### config.mk
export PLATFORM = sky130hd
export DESIGN_NAME = four_pad_multitap_nibble_reader
export DESIGN_NICKNAME = d
export VERILOG_FILES = /design/src/rtl/fpmnr_pkg.sv /design/src/rtl/four_pad_multitap_nibble_reader.sv /design/src/rtl/fpmnr_port_state.sv
export SDC_FILE = /design/constraint.sdc
export NUM_CORES = 1
export LEC_CHECK = 0
export BUFFER_PORTS_ARGS = -buffer_cell sky130_fd_sc_hd__buf_2
export CORE_AREA = 2 2 73 75
export CTS_BUF_LIST = sky130_fd_sc_hd__clkbuf_4 sky130_fd_sc_hd__clkbuf_8 sky130_fd_sc_hd__clkbuf_16
export CTS_CLUSTER_SIZE = 16
export DETAILED_ROUTE_END_ITERATION = 10
export DIE_AREA = 0 0 75 77
export GPL_TIMING_DRIVEN = 0
export PLACE_DENSITY = 0.8
export SYNTH_ARGS = -nofsm -noshare
export SYNTH_HDL_FRONTEND = slang
export SYNTH_HIERARCHICAL = 1
export SYNTH_SLANG_ARGS = --single-unit
### constraint.sdc
create_clock -name i_clk -period 4.2 [get_ports i_clk]
set_input_delay 0.21 -clock i_clk [delete_from_list [all_inputs] [get_ports i_clk]]
set_output_delay 0.21 -clock i_clk [all_outputs]
set_load 0.02 [all_outputs]
### src/rtl/fpmnr_pkg.sv
// shared types and constants for the four-pad multitap nibble reader
// no dependencies
package fpmnr_pkg;

    localparam int unsigned LIVE_NIBBLES = 12;
    localparam int unsigned SIG_LEN      = 8;
    localparam int unsigned CNT_W        = 6;

    typedef logic [CNT_W-1:0] t_counter;
    typedef logic [3:0]       t_nibble;
    typedef logic [3:0]       t_store_idx;

    localparam t_counter COUNTER_LIMIT = 6'd32;
    localparam t_counter SIG_END       = 6'd8;
    localparam t_counter LIVE_END      = 6'd20;
    localparam t_nibble  NIBBLE_IDLE   = 4'hF;

    localparam logic FUNC_READ  = 1'b0;
    localparam logic FUNC_WRITE = 1'b1;

    // one accepted port access as seen by the state block
    typedef struct packed {
        logic valid;
        logic func;
        logic sel;
        logic hs;
    } t_access;

    // fixed id sequence sent before the pad data
    function automatic t_nibble signature_nibble(input logic [2:0] idx);
        t_nibble nib;
        unique case (idx)
            3'd0:    nib = 4'h3;
            3'd1:    nib = 4'hF;
            3'd2:    nib = 4'h0;
            3'd3:    nib = 4'h0;
            default: nib = 4'h1;
        endcase
        return nib;
    endfunction

endpackage

### src/rtl/four_pad_multitap_nibble_reader.sv
// Four-pad multitap nibble reader, top level.
// A read request's result is loaded into the result register at the accepting edge.
// Throughput: one request per cycle; o_ready drops only while a held result is not taken.
// Writes give no result and update the line levels and counter at the accepting edge.
// Synchronous active-low reset: lines high, counter 0, pad store all 0xF, no result pending.
// depends on fpmnr_pkg and fpmnr_port_state
module four_pad_multitap_nibble_reader (
    input  logic        i_clk,
    input  logic        i_rst_n,
    // request channel
    input  logic        i_valid,
    output logic        o_ready,
    input  logic [0:0]  i_func,
    input  logic [6:0]  i_write_value,
    input  logic [47:0] i_pad_buttons,
    // result channel
    output logic        o_valid,
    input  logic        i_ready,
    output logic [6:0]  o_read_value
);
    import fpmnr_pkg::*;

    logic       r_out_valid, n_out_valid;
    logic [6:0] r_read_value;
    logic       accept;
    logic       is_read;
    t_access    access;
    logic [6:0] read_now;

    // a new request goes in whenever the result register is free or being emptied
    assign o_ready = !r_out_valid || i_ready;
    assign accept  = i_valid && o_ready;
    assign is_read = accept && (i_func == FUNC_READ);

    // bit 6 is select, bit 5 handshake; the rest of the written value is unused
    assign access.valid = accept;
    assign access.func  = i_func[0];
    assign access.sel   = i_write_value[6];
    assign access.hs    = i_write_value[5];

    fpmnr_port_state u_state (
        .i_clk         (i_clk),
        .i_rst_n       (i_rst_n),
        .i_access      (access),
        .i_pad_buttons (i_pad_buttons),
        .o_read_value  (read_now)
    );

    // result register: loaded by a read, cleared once taken
    always_comb begin
        n_out_valid = r_out_valid;
        if (is_read) begin
            n_out_valid = 1'b1;
        end else if (i_ready) begin
            n_out_valid = 1'b0;
        end
    end

    always_ff @(posedge i_clk) begin
        if (!i_rst_n) begin
            r_out_valid <= 1'b0;
        end else begin
            r_out_valid <= n_out_valid;
        end
    end

    // payload, no reset needed
    always_ff @(posedge i_clk) begin
        if (is_read) begin
            r_read_value <= read_now;
        end
    end

    assign o_valid      = r_out_valid;
    assign o_read_value = r_read_value;

    a_read_gives_result: assert property (@(posedge i_clk) disable iff (!i_rst_n)
        is_read |=> o_valid && (o_read_value == $past(read_now)))
        else $error("read request lost its result");

    a_no_overwrite: assert property (@(posedge i_clk) disable iff (!i_rst_n)
        (r_out_valid && !i_ready) |-> !accept)
        else $error("request accepted over a held result");

    a_write_no_result: assert property (@(posedge i_clk) disable iff (!i_rst_n)
        (accept && (i_func == FUNC_WRITE) && (!r_out_valid || i_ready)) |=> !o_valid)
        else $error("write produced a result");

endmodule

### src/rtl/fpmnr_port_state.sv
// line levels, nibble counter and pad nibble store of the multitap
// depends on fpmnr_pkg
module fpmnr_port_state (
    input  logic                 i_clk,
    input  logic                 i_rst_n,
    input  fpmnr_pkg::t_access   i_access,
    input  logic [47:0]          i_pad_buttons,
    output logic [6:0]           o_read_value
);
    import fpmnr_pkg::*;

    logic     r_sel, n_sel;
    logic     r_hs, n_hs;
    t_counter r_counter, n_counter;
    t_nibble  r_store [LIVE_NIBBLES];
    t_nibble  n_store [LIVE_NIBBLES];

    logic       is_write;
    logic       sel_rise;
    logic       line_change;
    t_nibble    nibble;
    t_store_idx store_idx;
    logic [4:0] store_off;

    assign is_write    = i_access.valid && (i_access.func == FUNC_WRITE);
    assign sel_rise    = !r_sel && i_access.sel;
    assign line_change = (r_sel != i_access.sel) || (r_hs != i_access.hs);

    always_comb begin
        n_sel     = r_sel;
        n_hs      = r_hs;
        n_counter = r_counter;
        n_store   = r_store;
        if (is_write) begin
            n_sel = i_access.sel;
            n_hs  = i_access.hs;
            priority if (sel_rise) begin
                n_counter = '0;
                for (int k = 0; k < LIVE_NIBBLES; k++) begin
                    n_store[k] = ~i_pad_buttons[4*k +: 4];
                end
            end else if (line_change) begin
                if (r_counter < COUNTER_LIMIT) begin
                    n_counter = r_counter + t_counter'(1);
                end
            end else begin
                // no line change, counter holds
                n_counter = r_counter;
            end
        end
    end

    always_ff @(posedge i_clk) begin
        if (!i_rst_n) begin
            r_sel     <= 1'b1;
            r_hs      <= 1'b1;
            r_counter <= '0;
            for (int k = 0; k < LIVE_NIBBLES; k++) begin
                r_store[k] <= NIBBLE_IDLE;
            end
        end else begin
            r_sel     <= n_sel;
            r_hs      <= n_hs;
            r_counter <= n_counter;
            r_store   <= n_store;
        end
    end

    // slot past the live pads reads as idle
    assign store_off = r_counter[4:0] - 5'(SIG_END);
    assign store_idx = store_off[3:0];

    always_comb begin
        priority if (r_counter < SIG_END) begin
            nibble = signature_nibble(r_counter[2:0]);
        end else if (r_counter < LIVE_END) begin
            nibble = r_store[store_idx];
        end else begin
            nibble = NIBBLE_IDLE;
        end
    end

    assign o_read_value = {r_sel, r_hs, r_hs, nibble};

    a_counter_range: assert property (@(posedge i_clk) disable iff (!i_rst_n)
        r_counter <= COUNTER_LIMIT)
        else $error("nibble counter beyond limit");

    a_rise_restarts: assert property (@(posedge i_clk) disable iff (!i_rst_n)
        (is_write && sel_rise) |=> (r_counter == '0) && r_sel)
        else $error("select rise did not restart sequence");

    a_read_holds: assert property (@(posedge i_clk) disable iff (!i_rst_n)
        !is_write |=> $stable(r_counter) && $stable(r_sel) && $stable(r_hs))
        else $error("state changed without a write");

    a_quiet_write_holds: assert property (@(posedge i_clk) disable iff (!i_rst_n)
        (is_write && !line_change) |=> $stable(r_counter))
        else $error("counter moved on write without line change");

endmodule

# == Word level (Yosys, flattened, before mapping) ==
# Cells that the tools add are included.
# totals
regBits,64
elab_cells,68
output_inout_bits,9
# op_classes
n_mux,11
n_bitwise,14
n_reduce_logical,15
n_addsub,2
eq_ne,5
magnitude_cmp,4
# ops
operator,count
NOT 4 bit,12
2-to-1 mux 6 bit,3
binary-select mux 4 bit (select 4 bit),1
2-to-1 mux 4 bit,4
case mux 4 bit (3 select lines),1
adder 6 x 1 -> 6 bit (second input constant),1
== test 3 x 2 -> 1 bit (second input constant),2
less-than comparator 6 x 4 -> 1 bit (second input constant),1
less-than comparator 6 x 5 -> 1 bit (second input constant),1
less-than comparator 6 bit (second input constant),1
nonzero test 2 bit,3
>= comparator 5 bit (second input constant),1
NOT 4 -> 5 bit,1
logical AND 1 bit,4
subtractor 4 bit (second input constant),1
== test 3 x 1 -> 1 bit (second input constant),1
zero test 3 bit,1
AND reduction 3 bit,1
zero test 1 bit,2
logical OR 1 bit,2
2-to-1 mux 1 bit,2
inequality test 1 bit,2
AND reduction 2 bit,1
OR reduction 2 bit,1
NOT 1 bit,1

# == Logic depth before layout (Yosys ltp) ==
# logic_depth
word_depth,7
ltp_mapped,6

# == Hierarchy ==
# Netlist, hierarchy kept.
# by_module_without_submodules
module,seq_area_each_um2,instances,area_each_um2,cells_per_inst
fpmnr_port_state,1121.1,1,2491.1,265
four_pad_multitap_nibble_reader,230.2,1,272.8,13

# == Worst setup path before layout ==
# No wires, ideal clock.
# synth_path
path_kind,register to register
start,register u_state.r_counter[0]
end,"register r_read_value[2] (netlist: o_read_value[2]), data pin"
t_required_ns,3.941
arrival_time_ns,1.547
path_buffers,1
path_stages_with_launch,5
path_slack_ns,2.394
cell_sequence,dfxtp_1 > buf_6 > mux4_1 > mux2_2 > a211o_1
# synth_between
elab_chain_cells,7
elab_cells_between_ends,15
cone_classes,add/sub: 1; order compare: 2; eq/ne: 3; mux: 6; bitwise: 1; reduce/logical: 2
# synth_rtl
item,line_no,source
start: declaration,fpmnr_port_state.sv:14,"t_counter r_counter, n_counter;"
start signal: assignment,fpmnr_port_state.sv:64,r_counter <= n_counter;
subtractor 4 bit,fpmnr_port_state.sv:70,assign store_off = r_counter[4:0] - 5'(SIG_END);
NOT 4 -> 5 bit (not written as such),fpmnr_port_state.sv:77,nibble = r_store[store_idx];
binary-select mux 4 bit (select 4 bit),fpmnr_port_state.sv:77,
2-to-1 mux 4 bit (not written as such) (2 in a row),fpmnr_port_state.sv:77,
2-to-1 mux 4 bit,fpmnr_port_state.sv:76,end else if (r_counter < LIVE_END) begin
2-to-1 mux 4 bit (*),fpmnr_port_state.sv:74,priority if (r_counter < SIG_END) begin
via read_now[2],four_pad_multitap_nibble_reader.sv:28,logic [6:0] read_now;
end signal: assignment,four_pad_multitap_nibble_reader.sv:70,r_read_value <= read_now;
end: declaration,four_pad_multitap_nibble_reader.sv:24,logic [6:0] r_read_value;
# Mark *: on every way through the listed nets, which the timed path passes. The rest lies on a longest branch. The select of a mux whose other input is x is not followed.
# A chain may end at the register's enable or synchronous reset.

# == Final worst setup path ==
# layout_path
start,register r_out_valid (netlist: o_valid)
end,register u_state/r_store[6] (netlist bit)
# layout_between
elab_chain_cells,5
# layout_rtl
item,line_no,source
start: declaration,four_pad_multitap_nibble_reader.sv:23,"logic r_out_valid, n_out_valid;"
start signal: assignment,four_pad_multitap_nibble_reader.sv:63,r_out_valid <= n_out_valid;
zero test 1 bit,four_pad_multitap_nibble_reader.sv:31,assign o_ready = !r_out_valid || i_ready;
logical OR 1 bit,four_pad_multitap_nibble_reader.sv:31,
logical AND 1 bit,four_pad_multitap_nibble_reader.sv:32,assign accept = i_valid && o_ready;
via accept,four_pad_multitap_nibble_reader.sv:25,logic accept;
logical AND 1 bit,fpmnr_port_state.sv:25,assign is_write = i_access.valid && (i_access.func == FUNC_WRITE);
AND reduction 2 bit (no source line),--,
end signal: assignment,fpmnr_port_state.sv:65,r_store <= n_store;
end: declaration,fpmnr_port_state.sv:15,t_nibble r_store [LIVE_NIBBLES];
# The timed path passes the listed nets, and every way through them passes these cells.

==> summary.md <==
| Metric | Value |
|---|---|
| Status | completed |
| Final Max Slew Viols | 0 |
| Filler instances | slightly below 400 |
| CORE AREA | ~5000 um^2 |
| Largest family of logic cells by synthesized area | compound AO/OA/AOI/OAI gates |
| Seq pwr share | 0.529 |
| Synth Flop Type | dfxtp_1 |
| Vias in the first global route | between 2000 and 2500 |
| Synth Register Bits | 64 |
| Relative slew slack | 0.614 |
| Hold depth | 2 |
| Combinational share of power | 0.087 |
| Final Setup Violations | 0 |
| VDD IR max | 0.000345 V |
| Syn_area_per_cell | between 9 and 10 um^2 |
| ANT nets after route | 0 |
| Layout cells sized above 1 | 0.261 |
| Post-synth EDFFs | 7 |
| Mapped Area | about 2800 um^2 |
| Slowest Stage Delay on Critical Path | 0.42 ns |
| Min Clock Period, post-route | between 2 and 2.5 ns |
| Drt initial violations | 230 |
| Final hold violation count | 0 |
| Worst r2r src | o_valid |
| Hold Path Origin | i_pad_buttons[3] |
| Worst-case reg-to-reg path depth | 6 |
| Yosys top cell area share | 0.413 |
| Crit end category | flip-flop |
| CTS tree | yes |
| Via count | about 2400 |
| Row cnt | 26 |
| Clock Latency Late Sink | approximately 0.34 ns |
| Worst-Margin Slew | between 0.5 and 0.6 ns |
| Setup TNS | 0 ns |
| Synth Net Count | between 300 and 400 |
| R2R Path End | u_state/r_store[6] |
| Die Span Y | slightly below 80 um |
| Synth cell types | 39 |
| Post-synthesis sequential area ratio | 0.489 |
| Synth async-reset ratio | 0 |
| Layout area overhead | 20.8% |
| RSZ-0062 raised after global routing | no |
| Power share of the clock group | 0.384 |
| Tot Pwr | about 1.2 mW |
| Critical path type | reg -> reg |
| Setup crit start kind | flip-flop |
| Place WS | approximately 2.1 ns |
| Ant diodes | 0 |
| Worst-path fanout max | 10 |
| DP Wirelength | approximately 4.7 mm |
| Port bufs | 63 |
| Chip width | 75 um |
| Die area | approximately 5800 um^2 |
| First-pass GRT wire length | approximately 10 mm |
| Global placement routability congestion | between 0.8 and 0.9 |
| # Max-Cap Violations | 0 |
| Post-layout worst setup margin | between 2 and 2.5 ns |
| Data arrival, critical path | roughly 2.3 ns |
| Grt total ovfl | 0 |
| Leakage | roughly 1.5 nW |
| Worst-path cell chain | nand2b_4 -> and2_1 -> nand3_1 -> clkbuf_1 -> buf_1 -> o211ai_1 |
| PD cells | 362 nW/um^2 |
| Adder-cell share of the synthesized area | 0.0136 |
| Final hold slack | 0.0768 ns |
| Synth Area in XOR/XNOR | 0.00317 |
| Largest area contributor in the netlist | dfxtp_1 |
| Clk buf depth | 2 |
| Starting density of the core | 0.555 |
| Gr usage total | 0.239 |
| Worst EP required | approximately 4.4 ns |
| Gate Count Post-Synth | ~280 |
| H-tree depth | 3 |
| Post_cts resized | 0 |
| Critical path's slowest cell | buf_1 |
| Post-route DRC | 0 |
| Complex-gate fraction of the synthesized area | 0.195 |
| Pin count of the biggest net entering global routing | 11 |
| Io pins | 69 |
| P_int | between 0.9 and 1 mW |
| Period utilization | 0.501 |
| 1st-pass router iterations | 4 |
| Largest cells by area after synthesis | dfxtp_1 (41%), o211ai_1 (13%), edfxtp_1 (7.6%) |
| Cts bufs inserted | 9 |
| Clock-pin transition on the worst setup and hold timing paths | about 0.07 ns |
| # clock sinks | 64 |
| Crit path to | u_state/r_store[6] |
| Syn. warnings | 6 |
| Commonest non-fill, non-tap cell in the layout | buf_2 |
| WL final | roughly 6.4 mm |
| Post-DR wirelength/cell | around 15 um |
| Placement Cell Area | roughly 3200 um^2 |
| Root Buffer | clkbuf_8 |
| Final #Nets | 415 |
| Initial antenna violation count | 0 |
| CTS Hold Buffers Added | 0 |
| Hold Path Class | in -> reg |
| Switch Pwr | between 0.2 and 0.3 mW |
| Beginning of the critical path | o_valid |
| Sw frac | 0.238 |
| Most frequent cells in the layout | buf_2 (67), dfxtp_1 (57), nand2_1 (56) |
| Post-CTS setup buffers | 0 |
| Reg-to-reg slack, setup | between 2 and 2.5 ns |
| Post-route design area | between 3000 and 4000 um^2 |
| Via density | 5.62 |
| Fmax achieved | between 400 and 500 MHz |
| Fin Clk Skew | 0.00791 ns |
| Mux cell area share after synthesis | 0.109 |
| Simple-Gate Fraction of Synth Area | 0.139 |
-- per-stage QoR --
| step | util | instances |
|---|---|---|
| 2_1_floorplan | - | 278 |
| 3_3_place_gp | 0.636 | 411 |
| 3_5_place_dp | 0.636 | 411 |
| 4_1_cts | 0.671 | 427 |
| 5_1_grt | 0.671 | 427 |
| 6_report | 0.671 | 427 |
-- synth_stat cells, types with 2 or more instances --
cell type and n:
buf_4 3, o211ai_1 49, nor3b_1 2, o21ai_0 7
inv_1 5, mux2i_1 9, buf_2 4, ha_1 3
a31oi_1 2, nand3_1 10, nand2_1 56, a2111oi_0 3
mux4_2 3, edfxtp_1 7, clkbuf_1 16, and2_1 2
or3_1 3, mux4_1 5, buf_1 3, nand2b_1 5
dfxtp_1 57, a21oi_1 7
-- how the worst min path moves through the flow --
stage,endpoint,slack (ns)
after CTS,u_state/r_store[15],0.07
after global routing,u_state/r_store[15],0.07
after detailed placement,u_state/r_store[28],0.43
after global placement,u_state/r_store[5],0.43
final,u_state/r_store[47],0.08
after floorplan,u_state/r_store[0],0.34
-- routing by layer --
metal	up-vias	GRT usage	wire, um
li1	1175	-	-
met1	1122	0.309	2790
met2	87	0.374	3080
met3	14	0.0473	379
met4	0	0.120	147
met5	-	0	0
-- power groups by stage --
stage	Combinational (mW)	Clock, mW	Sequential, mW
after floorplan	0.0570	0	0.655
after detailed placement	0.104	0	0.653
after CTS	0.105	0.469	0.640
final	0.105	0.464	0.640
after global placement	0.102	0	0.653
after global routing	0.116	0.494	0.641
-- worst max-delay path, delay by kind of cell, from the launching register on --
| kind | cells | cell delay [ns] |
|---|---|---|
| compound gates | 1 | 0.18 |
| flops | 1 | 0.38 |
| buf+inv | 2 | 0.83 |
| simple gates | 3 | 0.56 |
-- registers in the layout, summed over array words and instances (netlist names) --
signal	count
u_state/r_hs	1
u_state/r_store	48
u_state/r_sel	1
o_read_value	7
u_state/r_counter	6
o_valid	1
-- logic make-up (layout without fill, tap and decap cells) --
family	after synthesis	in the layout
buffers and inverters	32	111
adders and majority gates	3	3
AOI/OAI and AO/OA	76	76
and+or+nand+nor	84	84
xor gates and xnor gates	1	1
DFF	64	64
muxes	18	18
-- layout make-up --
type,instances,area (um^2),area share
Tap cell,70,87.6,0.0262
Timing Repair Buffer,63,315,0.0944
Clock buffer,12,153,0.0457
Sequential cell,64,1350,0.405
Multi-Input combinational cell,182,1270,0.380
Buffer,27,125,0.0375
Inverter,5,18.8,0.00562
Clock inverter,4,20.0,0.00599
(Power assumes the default switching activity.)
